$ cat src/design/quadratic_probe_hash_table_top_defines.svh
// Assertion macros shared by the hash table modules.
`ifndef QUADRATIC_PROBE_HASH_TABLE_TOP_DEFINES_SVH
`define QUADRATIC_PROBE_HASH_TABLE_TOP_DEFINES_SVH
`ifndef SYNTHESIS
// Same-cycle implication check.
`define QPHT_ASSERT_IMPLY(name, clk, rst, ante, cons) \
   name: assert property (@(posedge clk) disable iff (rst) (ante) |-> (cons)) \
      else $error("qpht: same-cycle check failed");
// Next-cycle implication check.
`define QPHT_ASSERT_NEXT(name, clk, rst, ante, cons) \
   name: assert property (@(posedge clk) disable iff (rst) (ante) |=> (cons)) \
      else $error("qpht: next-cycle check failed");
`else
`define QPHT_ASSERT_IMPLY(name, clk, rst, ante, cons)
`define QPHT_ASSERT_NEXT(name, clk, rst, ante, cons)
`endif
`endif

$ cat src/design/qpht_pkg.sv
package qpht_pkg;

   localparam int KEY_W  = 32;
   localparam int OP_W   = 2;
   localparam int SLOT_W = 10;
   localparam int ST_W   = 2;
   localparam int CFG_W  = 11;

   localparam logic [CFG_W-1:0] TABLE_SIZE_RESET = 11'd1024;

   localparam logic [OP_W-1:0] OP_FIND   = 2'd0;
   localparam logic [OP_W-1:0] OP_INSERT = 2'd1;
   localparam logic [OP_W-1:0] OP_DELETE = 2'd2;

   localparam logic [ST_W-1:0] ST_PRESENT  = 2'd0;
   localparam logic [ST_W-1:0] ST_ABSENT   = 2'd1;
   localparam logic [ST_W-1:0] ST_INSERTED = 2'd2;
   localparam logic [ST_W-1:0] ST_FULL     = 2'd3;

   typedef struct packed {
      logic [OP_W-1:0]  opcode;
      logic [KEY_W-1:0] key;
   } req_type;

   typedef struct packed {
      logic [SLOT_W-1:0] slot;
      logic [ST_W-1:0]   status;
   } rsp_type;

   typedef struct packed {
      logic             used;
      logic [KEY_W-1:0] key;
   } entry_type;

   // Commands from the controller to the datapath.
   typedef struct packed {
      logic clr_wr;
      logic accept;
      logic probe_init;
      logic rd_en;
      logic advance;
      logic finish;
      logic out_load;
   } cmd_type;

   // Status from the datapath to the controller.
   typedef struct packed {
      logic clr_last;
      logic div_done;
      logic slot_empty;
      logic key_match;
      logic probe_last;
      logic rsp_busy;
   } stat_type;

endpackage

$ cat src/design/qpht_ctrl.sv
`include "quadratic_probe_hash_table_top_defines.svh"

module qpht_ctrl (
   input  logic                clock,
   input  logic                reset,
   input  logic                req_valid,
   output logic                req_ready,
   input  qpht_pkg::stat_type  stat,
   output qpht_pkg::cmd_type   cmd
);
   import qpht_pkg::*;

   typedef enum logic [5:0] {
      S_CLEAR = 6'b000001,
      S_IDLE  = 6'b000010,
      S_DIV   = 6'b000100,
      S_READ  = 6'b001000,
      S_CHECK = 6'b010000,
      S_DONE  = 6'b100000
   } state_type;

   state_type state_ff, state_in;

   always_comb begin
      state_in = state_ff;
      cmd      = '0;
      unique case (state_ff)
         S_CLEAR: begin
            cmd.clr_wr = 1'b1;
            if (stat.clr_last) begin
               state_in = S_IDLE;
            end
         end
         S_IDLE: begin
            if (req_valid) begin
               cmd.accept = 1'b1;
               state_in   = S_DIV;
            end
         end
         S_DIV: begin
            if (stat.div_done) begin
               cmd.probe_init = 1'b1;
               state_in       = S_READ;
            end
         end
         S_READ: begin
            cmd.rd_en = 1'b1;
            state_in  = S_CHECK;
         end
         S_CHECK: begin
            if (stat.slot_empty || stat.key_match || stat.probe_last) begin
               cmd.finish = 1'b1;
               state_in   = S_DONE;
            end else begin
               cmd.advance = 1'b1;
               state_in    = S_READ;
            end
         end
         S_DONE: begin
            if (!stat.rsp_busy) begin
               cmd.out_load = 1'b1;
               state_in     = S_IDLE;
            end
         end
         default: begin
            state_in = S_IDLE;
         end
      endcase
   end

   always_ff @(posedge clock) begin
      if (reset) begin
         state_ff <= S_CLEAR;
      end else begin
         state_ff <= state_in;
      end
   end

   assign req_ready = (state_ff == S_IDLE);

   `QPHT_ASSERT_NEXT(a_accept_divides, clock, reset, cmd.accept, state_ff == S_DIV)
   `QPHT_ASSERT_IMPLY(a_load_free, clock, reset, cmd.out_load, !stat.rsp_busy)
   `QPHT_ASSERT_NEXT(a_read_then_check, clock, reset, cmd.rd_en, state_ff == S_CHECK)

endmodule

$ cat config.mk
export PLATFORM = sky130hd
export DESIGN_NAME = qpht_ctrl
export DESIGN_NICKNAME = d
export VERILOG_FILES = /design/src/design/qpht_pkg.sv /design/src/design/qpht_ctrl.sv
export VERILOG_INCLUDE_DIRS = /design/src /design/src/design
export SDC_FILE = /design/constraint.sdc
export NUM_CORES = 1
export LEC_CHECK = 0
export BUFFER_PORTS_ARGS = -buffer_cell sky130_fd_sc_hd__clkbuf_2
export CORE_AREA = 2 2 39 41
export DETAILED_ROUTE_END_ITERATION = 10
export DIE_AREA = 0 0 41 43
export GPL_ROUTABILITY_DRIVEN = 0
export SYNTH_ARGS = -nofsm -noshare
export SYNTH_HDL_FRONTEND = slang
export SYNTH_SLANG_ARGS = --single-unit
$ cat constraint.sdc
create_clock -name clock -period 1.8 [get_ports clock]
set_input_delay 0.27 -clock clock [delete_from_list [all_inputs] [get_ports clock]]
set_output_delay 0.27 -clock clock [all_outputs]
set_load 0.005 [all_outputs]
==> flow_metrics.env <==
export IMPL_syn2layout_area_growth_pct=50.00
export IMPL_pwr_share_comb_pct=23.0
export IMPL_path_buf_inv=1
export IMPL_dieArea_mm2=0.001763
export IMPL_postPlaceCellArea_um2=506.7
export IMPL_finalMaxSlewViolations=0
export IMPL_slew_headroom_pct=74.22
export IMPL_cts_tree="built"
export IMPL_fmax_mhz=511.2
export IMPL_reg_top3="state_ff (6)"
export IMPL_yosysMostFrequentCell="dfxtp_1"
export IMPL_vdd_ir_drop_max_mv=0.2641
export IMPL_setup_tns_final_ns=-0.3413
export IMPL_n_antenna_cell=0
export IMPL_crit_slowest_cell="or4_4"
export IMPL_wire_per_inst_um=11.92
export IMPL_pwr_share_seq_pct=40.4
export IMPL_setup_ws_ns=-0.1562
export IMPL_path_delay_family="simple AND/OR/NAND/NOR gates"
export IMPL_grt_antenna_before_repair=0
export IMPL_h_tree_depth=1
export IMPL_ios=17
export IMPL_die_y_um=43
export IMPL_cts_sinks=6
export IMPL_ys_warn_count=0
export IMPL_setup_viol=3
export IMPL_grt_pass1_wl_um=1656
export IMPL_worstSkewPairLatency_ns=0.24
export IMPL_drv_cap=0
export IMPL_whs_path_depth=3
export IMPL_ys_seq_elements=6
export IMPL_startpoint_type="flip-flop"
export IMPL_power_total_mw=0.3485
export IMPL_initial_core_util_pct=27.49
export IMPL_fin_skew_ns=0.0001871
export IMPL_worstSetupPathType="flip-flop to primary output"
export IMPL_clock_power_share_pct=36.5
export IMPL_cp_cell_sequence="or4_4, or3b_4, nor2_1, buf_2"
export IMPL_std_cell_rows=14
export IMPL_pre_cts_ws_ns=0.05787
export IMPL_finalWirelength_um=1037
export IMPL_synth_area_top_cells="dfxtp_1 (32%), nor2b_1 (6.6%), nor3b_1 (5.9%)"
export IMPL_final_hold_viol_count=0
export IMPL_yosysSeqAreaShare_pct=31.58
export IMPL_cp_max_fo=3
export IMPL_drive_above_1_share_pct=43.66
export IMPL_synth_top_area_share_pct=31.58
export IMPL_die_x_um=41
export IMPL_grt_overflow=0
export IMPL_p_switching_mw=0.09188
export IMPL_grt_setup_unrepaired="true"
export IMPL_drt_initial_drc_count=13
export IMPL_synth_nets=55
export IMPL_path_clk_slew_ns=0.05
export IMPL_critical_path_depth=4
export IMPL_min_period_ns=1.956
export IMPL_slowest_delay_ns=0.55
export IMPL_end_kind="primary output"
export IMPL_stdcell_area_um2=570.5
export IMPL_grt_max_degree=9
export IMPL_yosys_top_cells_count="dfxtp_1 (6), nor2_1 (4), nor2b_1 (4), nor3b_1 (3)"
export IMPL_vias=442
export IMPL_port_buffers=16
export IMPL_synth_area_um2=380.4
export IMPL_first_pass_iters=5
export IMPL_antenna_left=0
export IMPL_p_leak_nw=0.2707
export IMPL_status="complete, but fails checks"
export IMPL_hp_class="input pin to flip-flop"
export IMPL_place_hpwl_um=739.1
export IMPL_cts_buffer_depth=2
export IMPL_nets=82
export IMPL_grt_pass1_vias=394
export IMPL_max_slew_worst_pin_slew_ns=0.3838
export IMPL_largest_register="state_ff"
export IMPL_required_ns=1.53
export IMPL_min_period_over_period_pct=108.7
export IMPL_pwr_density_cell_mw_per_mm2=610.8
export IMPL_numCtsBuffers=3
export IMPL_synth_avg_cell_area_um2=8.269
export IMPL_violations="negative setup slack"
export IMPL_synth_cells=46
export IMPL_p_int_mw=0.2566
export IMPL_core_area_mm2=0.001384
export IMPL_cts_root_buffer="clkbuf_4"
export IMPL_rr_worst_depth=5
export IMPL_synth_area_leader_cell="dfxtp_1"
export IMPL_synth_edf_count=0
export IMPL_largest_reg_flops=6
export IMPL_track_usage_pct=14.70
export IMPL_synth_cell_types=26
export IMPL_cp_arrival_ns=1.69
export IMPL_async_reset_ff_share_pct=0
export IMPL_vias_per_cell=5.080
export IMPL_synth_ff_type="dfxtp_1"
export IMPL_switching_share_pct=26.37
export IMPL_drc=0
[through the flow]
stage,std cells,utilization [%],hold slack [ns]
finish,87,41.23,0.2857
global route,87,41.23,0.2879
CTS,87,39.69,0.2845
detailed placement,82,36.62,0.5356
global placement,82,36.62,0.5331
floorplan,46,-,0.3416
[worst reg2reg max path: cells and delay by family (launching register included)]
family	cells	cell delay [ns]
AOI/OAI and AO/OA	1	0.15
buffers and inverters	1	0.14
DFF	1	0.30
and+or+nand+nor	3	1.10
[layout make-up]
| type | count | area (µm²) |
|---|---|---|
| flip-flops and latches | 6 | 120.1 |
| well taps | 16 | 20.02 |
| inverters | 2 | 7.507 |
| multi-input cells | 37 | 267.8 |
| repair buffers | 23 | 132.6 |
| fillers | 147 | 813.3 |
| clock buffers | 3 | 22.52 |
[routing by layer]
metal	vias up	GRT usage, %	share of wire (%)
met2	17	22.81	49
li1	220	-	-
met5	-	0	0
met1	203	16.88	44
met4	0	6.000	0.58
met3	2	6.283	6.5
[power by group through the flow]
stage | Sequential, mW | Combinational, mW | Clock (mW)
after floorplan | 0.146 | 0.0339 | 0
after global placement | 0.143 | 0.0708 | 0
after detailed placement | 0.143 | 0.0719 | 0
after CTS | 0.141 | 0.0760 | 0.128
after global routing | 0.141 | 0.0893 | 0.144
final | 0.141 | 0.0802 | 0.127
[worst paths after layout]
kind	slack [ns]	end	startpoint
worst min-delay path	0.29	state_ff[0]$_SDFFE_PP1P_	stat[5]
worst max register to register	0.06	state_ff[5]$_SDFFE_PP0P_	state_ff[0]$_SDFFE_PP1P_
worst max-delay path	-0.16	cmd[1]	state_ff[0]$_SDFFE_PP1P_
worst min register to register	0.69	state_ff[4]$_SDFFE_PP0P_	state_ff[5]$_SDFFE_PP0P_
[logic make-up (layout without fill, tap and decap cells)]
family | count (synthesis) | after routing | share of synthesized area, %
AO/OA/AOI/OAI | 10 | 10 | 16.78
XOR/XNOR | 1 | 1 | 2.303
buffers and inverters | 3 | 28 | 4.935
AND/OR/NAND/NOR | 26 | 26 | 44.41
flip-flops | 6 | 6 | 31.58
[repair_timing]
item / CTS / global route
pin swaps: 4 / 1
hold buffers: 0 / 0
buffers inserted: 2 / 0
endpoints found under the setup margin: 3 / 5
resized for setup: 1 / 5
endpoints found under the hold margin: 0 / 0
[cells in the final DEF (no fill, tap or decap), types with 2 or more instances in the layout]
cell / count
inv_1: 2
clkbuf_4: 3
clkbuf_2: 15
a21oi_1: 2
a21o_1: 2
nor2_1: 4
and3_1: 2
dfxtp_1: 6
o21ai_0: 2
nor3b_1: 2
nor2b_1: 4
nor3_1: 2
buf_4: 7
Note: power is estimated with default switching activity, not from simulation.
